File: src/rtl/rne_pkg.sv
package rne_pkg;

  localparam int unsigned LEN_W  = 7;
  localparam int unsigned REM_W  = 16;
  localparam int unsigned DIG_W  = 4;
  localparam int unsigned PLEN_W = 3;
  localparam int unsigned PC_W   = 4;
  localparam int unsigned NROWS  = 3;

  typedef logic [PC_W-1:0]   pc_t;
  typedef logic [1:0]        row_t;
  typedef logic [DIG_W-1:0]  digit_t;
  typedef logic [PLEN_W-1:0] plen_t;

  localparam logic [REM_W-1:0] THOUSAND = REM_W'(1000);
  localparam logic [7:0]       CHAR_M   = 8'h4D;

  typedef enum logic [2:0] {
    OP_ACCEPT,
    OP_DIV,
    OP_ROW,
    OP_EMIT_M,
    OP_EMIT_PIECE,
    OP_FIN
  } op_e;

  // Symbol classes inside one decimal place: unit, five, next unit up.
  typedef enum logic [1:0] {
    SYM_ONE,
    SYM_FIVE,
    SYM_TEN
  } sym_e;

  typedef struct packed {
    op_e  op;
    row_t row;
    pc_t  jmp;
  } uword_t;

  typedef struct packed {
    digit_t           digit;
    logic [REM_W-1:0] rem;
    plen_t            plen;
  } rne_digit_t;

  localparam pc_t PC_ACCEPT = 4'd0;
  localparam pc_t PC_EMIT_M = 4'd5;
  localparam pc_t PC_FIN    = 4'd9;

  // Microprogram: one control word per step.
  function automatic uword_t rne_ucode(pc_t pc);
    uword_t w;
    case (pc)
      4'd0:    w = '{op: OP_ACCEPT,     row: 2'd0, jmp: PC_FIN};
      4'd1:    w = '{op: OP_DIV,        row: 2'd0, jmp: PC_ACCEPT};
      4'd2:    w = '{op: OP_ROW,        row: 2'd0, jmp: PC_ACCEPT};
      4'd3:    w = '{op: OP_ROW,        row: 2'd1, jmp: PC_ACCEPT};
      4'd4:    w = '{op: OP_ROW,        row: 2'd2, jmp: PC_ACCEPT};
      4'd5:    w = '{op: OP_EMIT_M,     row: 2'd0, jmp: PC_ACCEPT};
      4'd6:    w = '{op: OP_EMIT_PIECE, row: 2'd0, jmp: PC_ACCEPT};
      4'd7:    w = '{op: OP_EMIT_PIECE, row: 2'd1, jmp: PC_ACCEPT};
      4'd8:    w = '{op: OP_EMIT_PIECE, row: 2'd2, jmp: PC_ACCEPT};
      4'd9:    w = '{op: OP_FIN,        row: 2'd0, jmp: PC_ACCEPT};
      default: w = '{op: OP_FIN,        row: 2'd0, jmp: PC_ACCEPT};
    endcase
    return w;
  endfunction

  function automatic plen_t rne_plen(digit_t d);
    plen_t n;
    case (d)
      4'd1, 4'd5:                n = 3'd1;
      4'd2, 4'd4, 4'd6, 4'd9:    n = 3'd2;
      4'd3, 4'd7:                n = 3'd3;
      4'd8:                      n = 3'd4;
      default:                   n = 3'd0;
    endcase
    return n;
  endfunction

  function automatic sym_e rne_sym(digit_t d, logic [1:0] k);
    sym_e s;
    case (d)
      4'd4:                s = (k == 2'd0) ? SYM_ONE : SYM_FIVE;
      4'd5:                s = SYM_FIVE;
      4'd6, 4'd7, 4'd8:    s = (k == 2'd0) ? SYM_FIVE : SYM_ONE;
      4'd9:                s = (k == 2'd0) ? SYM_ONE : SYM_TEN;
      default:             s = SYM_ONE;
    endcase
    return s;
  endfunction

  function automatic logic [7:0] rne_letter(row_t r, sym_e s);
    logic [7:0] c;
    case (r)
      2'd0: begin
        case (s)
          SYM_ONE:  c = 8'h43; // C
          SYM_FIVE: c = 8'h44; // D
          default:  c = 8'h4D; // M
        endcase
      end
      2'd1: begin
        case (s)
          SYM_ONE:  c = 8'h58; // X
          SYM_FIVE: c = 8'h4C; // L
          default:  c = 8'h43; // C
        endcase
      end
      default: begin
        case (s)
          SYM_ONE:  c = 8'h49; // I
          SYM_FIVE: c = 8'h56; // V
          default:  c = 8'h58; // X
        endcase
      end
    endcase
    return c;
  endfunction

endpackage

File: src/rtl/rne_digit.sv
module rne_digit (
  input  logic [rne_pkg::REM_W-1:0] rem_i,
  input  rne_pkg::row_t             row_i,
  output rne_pkg::rne_digit_t       res_o
);
  import rne_pkg::*;

  logic [REM_W-1:0] unit;
  digit_t           d;

  always_comb begin
    case (row_i)
      2'd0:    unit = REM_W'(100);
      2'd1:    unit = REM_W'(10);
      default: unit = REM_W'(1);
    endcase
  end

  // Highest multiple of the place unit that still fits the remainder.
  always_comb begin
    d = '0;
    for (int k = 1; k <= 9; k++) begin
      if (rem_i >= REM_W'(k) * unit) begin
        d = DIG_W'(k);
      end
    end
  end

  assign res_o.digit = d;
  assign res_o.rem   = rem_i - REM_W'(d) * unit;
  assign res_o.plen  = rne_plen(d);

endmodule

File: src/rtl/roman_numeral_encoder_top.sv
// Converts one 64-bit unsigned value per transfer into its Roman numeral, one ASCII letter
// per output transfer, the final one flagged last with the length and overflow status.
// A small microprogram sequences the work: the thousands run is found by subtracting 1000
// once per cycle, then one step per decimal place picks its piece, then letters leave at
// one per cycle while the output is not stalled. A value with no letters sends a single
// empty transfer flagged last; a value whose thousands run does not fit the buffer skips
// straight to that transfer, flagged overflow.
// A new value is taken only once the previous one has been fully sequenced; the last
// letter may still wait in the output register.
module roman_numeral_encoder_top #(
  parameter int unsigned MAX_LENGTH = 64
) (
  input  logic                      clk_i,
  input  logic                      rst_ni,
  input  logic                      cfg_we_i,
  input  logic [rne_pkg::LEN_W-1:0] cfg_wdata_i,
  input  logic                      in_valid_i,
  output logic                      in_stall_o,
  input  logic [63:0]               value_i,
  output logic                      out_valid_o,
  input  logic                      out_stall_i,
  output logic                      char_valid_o,
  output logic [7:0]                char_code_o,
  output logic                      last_o,
  output logic                      overflow_o,
  output logic [rne_pkg::LEN_W-1:0] length_o
);
  import rne_pkg::*;

  localparam int unsigned LIM_W = 17;

  logic [LEN_W-1:0] buf_q;
  pc_t              pc_q, pc_d;
  logic [REM_W-1:0] rem_q, rem_d;
  logic [LEN_W-1:0] cap_q, cap_d;
  logic [LEN_W-1:0] thou_q, thou_d;
  logic [LEN_W-1:0] used_q, used_d;
  logic [LEN_W-1:0] cnt_q, cnt_d;
  logic [LEN_W-1:0] emit_q, emit_d;
  logic             ovf_q, ovf_d;
  digit_t           dig_q [NROWS];
  digit_t           dig_d [NROWS];
  logic [NROWS-1:0] keep_q, keep_d;

  logic             out_valid_q, out_valid_d;
  logic             out_cv_q, out_cv_d;
  logic [7:0]       out_char_q, out_char_d;
  logic             out_last_q, out_last_d;
  logic             out_ovf_q, out_ovf_d;
  logic [LEN_W-1:0] out_len_q, out_len_d;

  uword_t           uw;
  rne_digit_t       dres;
  logic [LEN_W-1:0] cap_w;
  logic [LIM_W-1:0] lim;
  logic             big;
  logic             slot_free;
  logic             accept_in;
  logic             adv, take;
  logic             emit, emit_cv;
  logic [7:0]       emit_char;
  plen_t            plen_sel;

  assign uw         = rne_ucode(pc_q);
  assign in_stall_o = (pc_q != PC_ACCEPT);
  assign accept_in  = in_valid_i && !in_stall_o;
  assign slot_free  = !out_valid_q || !out_stall_i;

  assign cap_w = (buf_q > LEN_W'(MAX_LENGTH)) ? LEN_W'(MAX_LENGTH) : buf_q;
  assign lim   = (LIM_W'(cap_w) + LIM_W'(1)) * LIM_W'(1000);
  // Thousands run longer than the buffer: overflow with nothing written.
  assign big   = (|value_i[63:LIM_W]) || (value_i[LIM_W-1:0] >= lim);

  rne_digit u_digit (
    .rem_i (rem_q),
    .row_i (uw.row),
    .res_o (dres)
  );

  assign plen_sel = rne_plen(dig_q[uw.row]);

  always_comb begin
    adv       = 1'b0;
    take      = 1'b0;
    emit      = 1'b0;
    emit_cv   = 1'b0;
    emit_char = '0;
    rem_d     = rem_q;
    cap_d     = cap_q;
    thou_d    = thou_q;
    used_d    = used_q;
    cnt_d     = cnt_q;
    emit_d    = emit_q;
    ovf_d     = ovf_q;
    dig_d     = dig_q;
    keep_d    = keep_q;

    case (uw.op)
      OP_ACCEPT: begin
        if (accept_in) begin
          cap_d  = cap_w;
          rem_d  = value_i[REM_W-1:0];
          thou_d = '0;
          used_d = '0;
          cnt_d  = '0;
          emit_d = '0;
          keep_d = '0;
          ovf_d  = big;
          if (big) begin
            take = 1'b1;
          end else begin
            adv = 1'b1;
          end
        end
      end
      OP_DIV: begin
        if (rem_q >= THOUSAND) begin
          rem_d  = rem_q - THOUSAND;
          thou_d = thou_q + LEN_W'(1);
          used_d = used_q + LEN_W'(1);
        end else begin
          adv = 1'b1;
        end
      end
      OP_ROW: begin
        dig_d[uw.row] = dres.digit;
        rem_d         = dres.rem;
        if (!ovf_q && (dres.digit != '0)) begin
          if (used_q + LEN_W'(dres.plen) > cap_q) begin
            ovf_d = 1'b1;
          end else begin
            used_d         = used_q + LEN_W'(dres.plen);
            keep_d[uw.row] = 1'b1;
          end
        end
        adv = 1'b1;
      end
      OP_EMIT_M: begin
        if (cnt_q == thou_q) begin
          cnt_d = '0;
          adv   = 1'b1;
        end else if (slot_free) begin
          emit      = 1'b1;
          emit_cv   = 1'b1;
          emit_char = CHAR_M;
          cnt_d     = cnt_q + LEN_W'(1);
          emit_d    = emit_q + LEN_W'(1);
        end
      end
      OP_EMIT_PIECE: begin
        if (!keep_q[uw.row]) begin
          adv = 1'b1;
        end else if (slot_free) begin
          emit      = 1'b1;
          emit_cv   = 1'b1;
          emit_char = rne_letter(uw.row, rne_sym(dig_q[uw.row], cnt_q[1:0]));
          emit_d    = emit_q + LEN_W'(1);
          if (cnt_q == LEN_W'(plen_sel) - LEN_W'(1)) begin
            cnt_d = '0;
            adv   = 1'b1;
          end else begin
            cnt_d = cnt_q + LEN_W'(1);
          end
        end
      end
      OP_FIN: begin
        // No letters: send one empty closing transfer.
        if (used_q == '0) begin
          if (slot_free) begin
            emit = 1'b1;
            take = 1'b1;
          end
        end else begin
          take = 1'b1;
        end
      end
      default: begin
        take = 1'b1;
      end
    endcase
  end

  always_comb begin
    if (take) begin
      pc_d = uw.jmp;
    end else if (adv) begin
      pc_d = pc_q + PC_W'(1);
    end else begin
      pc_d = pc_q;
    end
  end

  always_comb begin
    out_valid_d = out_valid_q;
    out_cv_d    = out_cv_q;
    out_char_d  = out_char_q;
    out_last_d  = out_last_q;
    out_ovf_d   = out_ovf_q;
    out_len_d   = out_len_q;
    if (emit) begin
      out_valid_d = 1'b1;
      out_cv_d    = emit_cv;
      out_char_d  = emit_char;
      out_last_d  = emit_cv ? (emit_q + LEN_W'(1) == used_q) : 1'b1;
      out_ovf_d   = out_last_d && ovf_q;
      out_len_d   = out_last_d ? used_q : '0;
    end else if (!out_stall_i) begin
      out_valid_d = 1'b0;
    end
  end

  always_ff @(posedge clk_i or negedge rst_ni) begin
    if (!rst_ni) begin
      buf_q       <= LEN_W'(64);
      pc_q        <= PC_ACCEPT;
      rem_q       <= '0;
      cap_q       <= '0;
      thou_q      <= '0;
      used_q      <= '0;
      cnt_q       <= '0;
      emit_q      <= '0;
      ovf_q       <= 1'b0;
      keep_q      <= '0;
      for (int i = 0; i < NROWS; i++) begin
        dig_q[i] <= '0;
      end
      out_valid_q <= 1'b0;
      out_cv_q    <= 1'b0;
      out_char_q  <= '0;
      out_last_q  <= 1'b0;
      out_ovf_q   <= 1'b0;
      out_len_q   <= '0;
    end else begin
      if (cfg_we_i) begin
        buf_q <= cfg_wdata_i;
      end
      pc_q        <= pc_d;
      rem_q       <= rem_d;
      cap_q       <= cap_d;
      thou_q      <= thou_d;
      used_q      <= used_d;
      cnt_q       <= cnt_d;
      emit_q      <= emit_d;
      ovf_q       <= ovf_d;
      keep_q      <= keep_d;
      dig_q       <= dig_d;
      out_valid_q <= out_valid_d;
      out_cv_q    <= out_cv_d;
      out_char_q  <= out_char_d;
      out_last_q  <= out_last_d;
      out_ovf_q   <= out_ovf_d;
      out_len_q   <= out_len_d;
    end
  end

  assign out_valid_o  = out_valid_q;
  assign char_valid_o = out_cv_q;
  assign char_code_o  = out_char_q;
  assign last_o       = out_last_q;
  assign overflow_o   = out_ovf_q;
  assign length_o     = out_len_q;

  a_emit_within_len: assert property (@(posedge clk_i) disable iff (!rst_ni)
    emit_q <= used_q)
    else $error("more letters sent than planned");

  a_thou_fits: assert property (@(posedge clk_i) disable iff (!rst_ni)
    thou_q <= cap_q)
    else $error("thousands run exceeds capacity");

  a_m_count: assert property (@(posedge clk_i) disable iff (!rst_ni)
    (pc_q == PC_EMIT_M) |-> (cnt_q <= thou_q))
    else $error("M run counter past thousands count");

  a_ovf_on_last: assert property (@(posedge clk_i) disable iff (!rst_ni)
    (out_valid_o && overflow_o) |-> last_o)
    else $error("overflow flagged on a non-final transfer");

  a_mid_has_char: assert property (@(posedge clk_i) disable iff (!rst_ni)
    (out_valid_o && !last_o) |-> char_valid_o)
    else $error("empty transfer before the final one");

endmodule

File: config.mk
export PLATFORM = sky130hd
export DESIGN_NAME = roman_numeral_encoder_top
export DESIGN_NICKNAME = d
export VERILOG_FILES = /design/src/rtl/rne_pkg.sv /design/src/rtl/rne_digit.sv /design/src/rtl/roman_numeral_encoder_top.sv
export SDC_FILE = /design/constraint.sdc
export NUM_CORES = 1
export LEC_CHECK = 0
export BUFFER_PORTS_ARGS = -buffer_cell sky130_fd_sc_hd__buf_2
export CAP_MARGIN = 20
export CORE_MARGIN = 1
export CORE_UTILIZATION = 60
export DETAILED_ROUTE_END_ITERATION = 10
export PLACE_DENSITY = 0.89
export REMOVE_ABC_BUFFERS = 1
export SETUP_SLACK_MARGIN = 0.02
export SLEW_MARGIN = 25
export SYNTH_ARGS = -nofsm -noshare
export SYNTH_HDL_FRONTEND = slang
export SYNTH_SLANG_ARGS = --single-unit
File: constraint.sdc
create_clock -name clk_i -period 9.78 [get_ports clk_i]
set_input_delay 1.956 -clock clk_i [delete_from_list [all_inputs] [get_ports clk_i]]
set_output_delay 1.956 -clock clk_i [all_outputs]
set_load 0.05 [all_outputs]
==> flow_summary_export.csv, run 1 <==
group,metric,value,unit
run_status,outcome,"completed",
synth,syn-cell-area,10210,um2
sta,drv_slew,0,
sta,worst_pin_slew,900.9,ps
floorplanning,ios,96,
floorplanning,start_util,61.59,%
synth,async_reset_ff_share,100.0,%
sta,max_freq,118.2,MHz
sta,hold_viol,0,
clocking,post_cts_buffers,0,
sta,period_minus_slack,8460,ps
synth,synth_flop_cell,"dfrtp_1",
global_route,grt_overflow_total,0,
global_route,grt_antenna_before_repair,0,
placed_design,dp_hpwl,21.23,mm
floorplanning,num_rows,47,
final_layout,finalNonFillerCells,1525,
sta,max-slew-margin-rel,39.94,%
power_and_ir_drop,p_leak,0.005380,uW
clocking,cts_sinks,94,
final_layout,diodes,0,
critical_path,critPathBufInv,1,
final_layout,final_core_util,67.21,%
critical_path,required,10040,ps
sta,fin_ws,1320,ps
critical_path,cpMaxStageDelayCell,"fa_1",
placed_design,place_ws,1499,ps
clocking,clockBufferDepth,2,
detailed_routing,route.detailed.drc,0,
synth,yosysWarnings,0,
hold_path,hp-class,"reg2reg",
clocking,clk_latency,360,ps
placed_design,io_buffers,93,
global_route,grt_max_degree,51,
detailed_routing,routed_wl,27.48,mm
sta,rsz0062_at_grt,"false",
sta,setup_viol,0,
critical_path,path_class,"reg2reg",
final_layout,drive_above_1_share,11.88,%
critical_path,cpPeakStageDelay,620,ps
job,cap_viol_max_count,0,
sta,fin_setup_tns,0,ps
global_route,grt_pass1_vias,9513,
sta,clock_skew,10.35,ps
floorplanning,core,16580,um2
detailed_routing,initialDrtViolationCount,819,
clocking,clk_pin_slew,80,ps
final_layout,synthToLayoutAreaGrowth,9.127,%
clocking,cts_resized,0,
synth,synth-seq-cells,94,
critical_path,crit_arrival,8720,ps
detailed_routing,num_vias,9725,
synth,syn_inst,1228,
sta,period_share,86.50,%
critical_path,cp_max_fo,16,
clocking,cts_max_level,3,
floorplanning,die_y,132.5,um
synth,synthDistinctLibCells,77,
clocking,cts_buffers,9,
synth,yosysSeqAreaShare,23.04,%
synth,synth_commonest_cells,"ha_1 (147), nand2_1 (125), inv_1 (109), dfrtp_1 (93), o21ai_0 (85)",
critical_path,critPathMostFrequentCell,"ha_1",
power_and_ir_drop,power.density,394.9,nW/um2
clocking,cts-root-buf,"clkbuf_16",
synth,avgSynthCellArea,8.317,um2
final_layout,seq_area,2354,um2
critical_path,endpoint_kind,"register",
detailed_routing,dr.pass1.iters,5,
detailed_routing,viasPerCell,6.377,
final_layout,multi_input_area,7301,um2
final_layout,n_fill_cell,1282,
power_and_ir_drop,ir_worst_vdd,0.3522,mV
detailed_routing,postRouteAntennaNets,0,
floorplanning,die_x,132.5,um
detailed_routing,wl_per_cell,18.02,um
critical_path,critPathTopFamily,"adder cells",
final_layout,layout.nets,1550,
synth,yosysTopAreaCellShare,22.79,%
synth,synth_most_common_cell,"ha_1",
synth,yosysTopAreaCell,"dfrtp_1",
placed_design,placedCellCount,1509,
floorplanning,die_area,17550,um2
synth,synth.area.top_cells,"dfrtp_1 (23%), ha_1 (18%), fa_1 (5.3%), nand2_1 (4.6%), o21ai_0 (4.2%)",
clocking,hold_buffers,0,
synth,synth-edff-count,0,
global_route,grt_first_pass_wirelength,45.34,mm
global_route,grt_usage,32.03,%
clocking,cts_tree,"built",
placed_design,gp_congestion,0.9304,
critical_path,start_kind,"register",
power_and_ir_drop,power,4402,uW
cell type report:
class                           instances  area share [%]
Clock buffer                            9           2.021
Clock inverter                          7          0.5837
Tap cell                              220           2.470
Multi-Input combinational cell        986           65.50
Sequential cell                        94           21.12
Inverter                              110           3.705
Timing Repair Buffer                   99           4.603
worst min-delay path, stage by stage, from the launching register on:
cell and delay (ps):
dfrtp_1 340, nand2_1 50, nand2_1 50
placed cells by master, fill, tap and decap left out, drive strengths merged, types with 15 or more instances in the layout:
| cell type | count |
|---|---|
| nor2 | 73 |
| a21oi | 59 |
| dfrtp | 93 |
| xnor2 | 29 |
| ha | 147 |
| xor2 | 36 |
| nand2b | 23 |
| a211oi | 15 |
| nor3 | 30 |
| buf | 99 |
| inv | 114 |
| fa | 27 |
| o21ai | 85 |
| a21o | 28 |
| nand2 | 125 |
| nand3 | 45 |
| nor4 | 22 |
final timing paths:
kind                                    end         from  cells past startpoint  slack, ps
worst max-delay path              rem_q[12]      pc_q[0]                     30       1320
max in group asynchronous         rem_q[12]       rst_ni                      2       7090
worst max register to register    rem_q[12]      pc_q[0]                     30       1320
min in group asynchronous          cnt_q[2]       rst_ni                      1       1600
worst min register to register  length_o[6]  length_o[6]                      2        470
worst min-delay path            length_o[6]  length_o[6]                      2        470
per-stage QoR:
stage / hold WS (ps) / area [um2]
5_1_grt: 490.6 / 11150
4_1_cts: 475.4 / 11140
6_report: 470.5 / 11150
3_5_place_dp: 458.2 / 10850
2_1_floorplan: 448.3 / 10050
3_3_place_gp: 449.2 / 10850
state kept, by name (all words and copies together) (netlist names), 7 cells and up:
| register | cells |
|---|---|
| cap_q | 7 |
| rem_q | 16 |
| emit_q | 7 |
| buf_q | 7 |
| used_q | 7 |
| dig_q | 12 |
| length_o | 7 |
| cnt_q | 7 |
| thou_q | 7 |
logic make-up after synthesis:
kind of cell / share of synthesized area (%)
adder cells (fa/ha/maj): 23.40
buffers and inverters: 5.880
flip-flops: 23.04
other: 0.03672
AND/OR/NAND/NOR: 20.10
multiplexers: 2.009
XOR/XNOR: 5.574
AO/OA/AOI/OAI: 19.96
routing by layer:
metal	global-route usage (%)	vias up	part of all wire, %
met1	40.20	4562	41
met2	53.83	503	47
met5	0	-	0
met3	5.249	101	8.1
li1	-	4559	-
met4	15.26	0	4.1
power by group:
| part | switching (uW) | internal (uW) |
|---|---|---|
| Clock | 177 | 180 |
| Sequential | 232 | 527 |
| Combinational | 1990 | 1300 |
| Total | 2390 | 2010 |
Note: power is estimated with default switching activity, not from simulation.
==> inputs of run 2 (changes only) <==
- PLACE_DENSITY: 0.89 -> 0.88
- SYNTH_HIERARCHICAL: not set -> 1
==> run 2 against run 1 <==
Effect of this change: first-iteration DRC count is 1.5% lower; worst hold slack better by 12 ps; critical path type unchanged; flip-flop and latch count stayed put; count of clock-buffer cells in the layout stayed put; non-clock buffer count is 3 lower; cell area is 1.4% higher.
==> flow_summary_export.csv, run 2 <==
group,metric,value,unit
sta,rsz0062_at_grt,"false",
detailed_routing,viasPerCell,6.400,
final_layout,final_common_cell,"ha_1",
synth,synth_commonest_cells,"ha_1 (144), inv_1 (111), dfrtp_1 (93), nand2_1 (93), o21ai_0 (76)",
detailed_routing,met2_length,13.19,mm
synth,yosysWarnings,6,
sta,max-slew-margin-rel,40.29,%
synth,synth-edff-count,0,
critical_path,required,10000,ps
sta,setup_viol,0,
floorplanning,die_area,17850,um2
hold_path,hp-class,"reg2reg",
synth,yosysSeqAreaShare,22.64,%
clocking,cts_sinks,94,
final_layout,diodes,0,
global_route,grt_pass1_vias,9400,
synth,async_reset_ff_share,100.0,%
clocking,cts_max_level,3,
final_layout,synthToLayoutAreaGrowth,8.692,%
final_layout,seq_area,2354,um2
job,cap_viol_max_count,0,
critical_path,crit_arrival,8690,ps
synth,synth-seq-cells,94,
run_status,outcome,"completed",
synth,synth.area.top_cells,"dfrtp_1 (22%), ha_1 (17%), fa_1 (5.8%), inv_1 (4.0%), o21ai_0 (3.7%)",
sta,drv_slew,0,
sta,period_share,86.62,%
placed_design,dp_hpwl,21.02,mm
critical_path,endpoint_kind,"register",
sta,worst_pin_slew,893.5,ps
detailed_routing,wl_met1,11.12,mm
detailed_routing,wl_met3,2.026,mm
critical_path,cpPeakStageDelay,840,ps
final_layout,layout.nets,1524,
detailed_routing,wl_per_cell,18.27,um
critical_path,start_kind,"register",
sta,clock_skew,7.924,ps
synth,synthDistinctLibCells,110,
clocking,cts-root-buf,"clkbuf_16",
detailed_routing,num_vias,9593,
sta,fin_ws,1309,ps
detailed_routing,dr.pass1.iters,6,
synth,syn_inst,1193,
clocking,cts_buffers,9,
global_route,grt_antenna_before_repair,1,
synth,synth_most_common_cell,"ha_1",
critical_path,cp_max_fo,27,
detailed_routing,top_layer,"met4",
clocking,clk_pin_slew,70,ps
floorplanning,ios,96,
floorplanning,die_x,133.6,um
clocking,post_cts_buffers,0,
global_route,grt_max_degree,60,
final_layout,top_register,"rem_q",
global_route,grt_first_pass_wirelength,45.35,mm
detailed_routing,postRouteAntennaNets,0,
floorplanning,start_util,62.02,%
placed_design,placedCellCount,1483,
clocking,cts_resized,0,
clocking,clk_latency,360,ps
placed_design,place_ws,1442,ps
final_layout,n_fill_cell,1328,
synth,yosysTopAreaCell,"dfrtp_1",
detailed_routing,route.detailed.drc,0,
floorplanning,num_rows,47,
floorplanning,core,16760,um2
placed_design,io_buffers,93,
synth,synth_flop_cell,"dfrtp_1",
clocking,hold_buffers,0,
final_layout,drive_above_1_share,14.15,%
synth,yosysTopAreaCellShare,22.39,%
clocking,clockBufferDepth,2,
detailed_routing,routed_wl,27.39,mm
final_layout,largest_register_ffs,16,
final_layout,final_cell_mix,"ha_1 (144), inv_1 (111), nand2_1 (93), dfrtp_1 (93), buf_2 (92)",
sta,period_minus_slack,8471,ps
sta,max_freq,118.0,MHz
sta,fin_setup_tns,0,ps
synth,syn-cell-area,10390,um2
sta,hold_viol,0,
clocking,cts_tree,"built",
global_route,grt_usage,31.84,%
critical_path,path_class,"reg2reg",
floorplanning,die_y,133.6,um
placed_design,gp_congestion,0.9761,
critical_path,cpMaxStageDelayCell,"dfrtp_1",
synth,avgSynthCellArea,8.712,um2
final_layout,finalNonFillerCells,1499,
final_layout,top_regs,"rem_q x16, dig_q x12",
detailed_routing,initialDrtViolationCount,807,
sta,fin_hold_ws,482.3,ps
final_layout,multi_input_area,7465,um2
global_route,grt_overflow_total,0,
==> run 2: cell types whose count changed after synthesis, moves of 9 or more <==
cell | previous run | this run
nand2_1 | 125 | 93
nand3_1 | 45 | 27
a22o_1 | 3 | 20
clkbuf_1 | 39 | 22
nor3_1 | 30 | 15
a211oi_1 | 15 | 3
a21o_1 | 28 | 17
o21ai_1 | 0 | 11
o21ai_0 | 85 | 76
o31ai_1 | 14 | 5
xnor2_1 | 29 | 38
==> run 2: final timing paths <==
path                          from        end  slack, ps  depth (start not counted)
max                        pc_q[3]  rem_q[15]       1310                         31
min                         last_o     last_o        480                          1
max reg2reg                pc_q[3]  rem_q[15]       1310                         31
min reg2reg                 last_o     last_o        480                          1
max in group asynchronous   rst_ni   rem_q[6]       7090                          2
min in group asynchronous   rst_ni  emit_q[3]       1530                          1
==> run 2: logic make-up (layout without fill, tap and decap cells) <==
group	after synthesis	in the layout	synth area share [%]
simple gates	378	378	19.66
other cells	1	7	0.03608
buf+inv	144	224	5.814
flops	94	94	22.64
mux	23	23	2.456
compound gates	313	313	20.72
xor+xnor	66	66	5.562
fa+ha+maj	174	174	23.11
==> run 2: per-stage QoR <==
step / instance area, um2 / util [%]
3_3_place_gp: 11000 / 65.62
6_report: 11300 / 67.41
2_1_floorplan: 10230 / -
4_1_cts: 11290 / 67.37
5_1_grt: 11300 / 67.41
3_5_place_dp: 11000 / 65.62
==> run 2: worst max-delay path: cells and delay by family, from the launching register on <==
kind            cells  cell delay [ps]
simple gates       10             2100
fa+ha+maj           6             2560
compound gates     10             2140
flops               1              840
buf+inv             4              580
xor+xnor            1              110
==> run 2: area by class of cell <==
cell class                      instances  share of cell area (%)
Inverter                              112                   3.721
Clock inverter                          7                  0.5981
Timing Repair Buffer                   96                   4.342
Tap cell                              220                   2.437
Sequential cell                        94                   20.83
Multi-Input combinational cell        961                   66.08
Clock buffer                            9                   1.994
==> run 2: metal layers <==
| layer | global-route usage, % | vias up |
|---|---|---|
| met2 | 54.46 | 427 |
| li1 | - | 4480 |
| met1 | 38.55 | 4604 |
| met5 | 0 | - |
| met3 | 5.974 | 82 |
| met4 | 15.28 | 0 |
Power of run 2 is not shown: default switching activity piles up to over one toggle a cycle in this logic, so the estimate is an artifact.
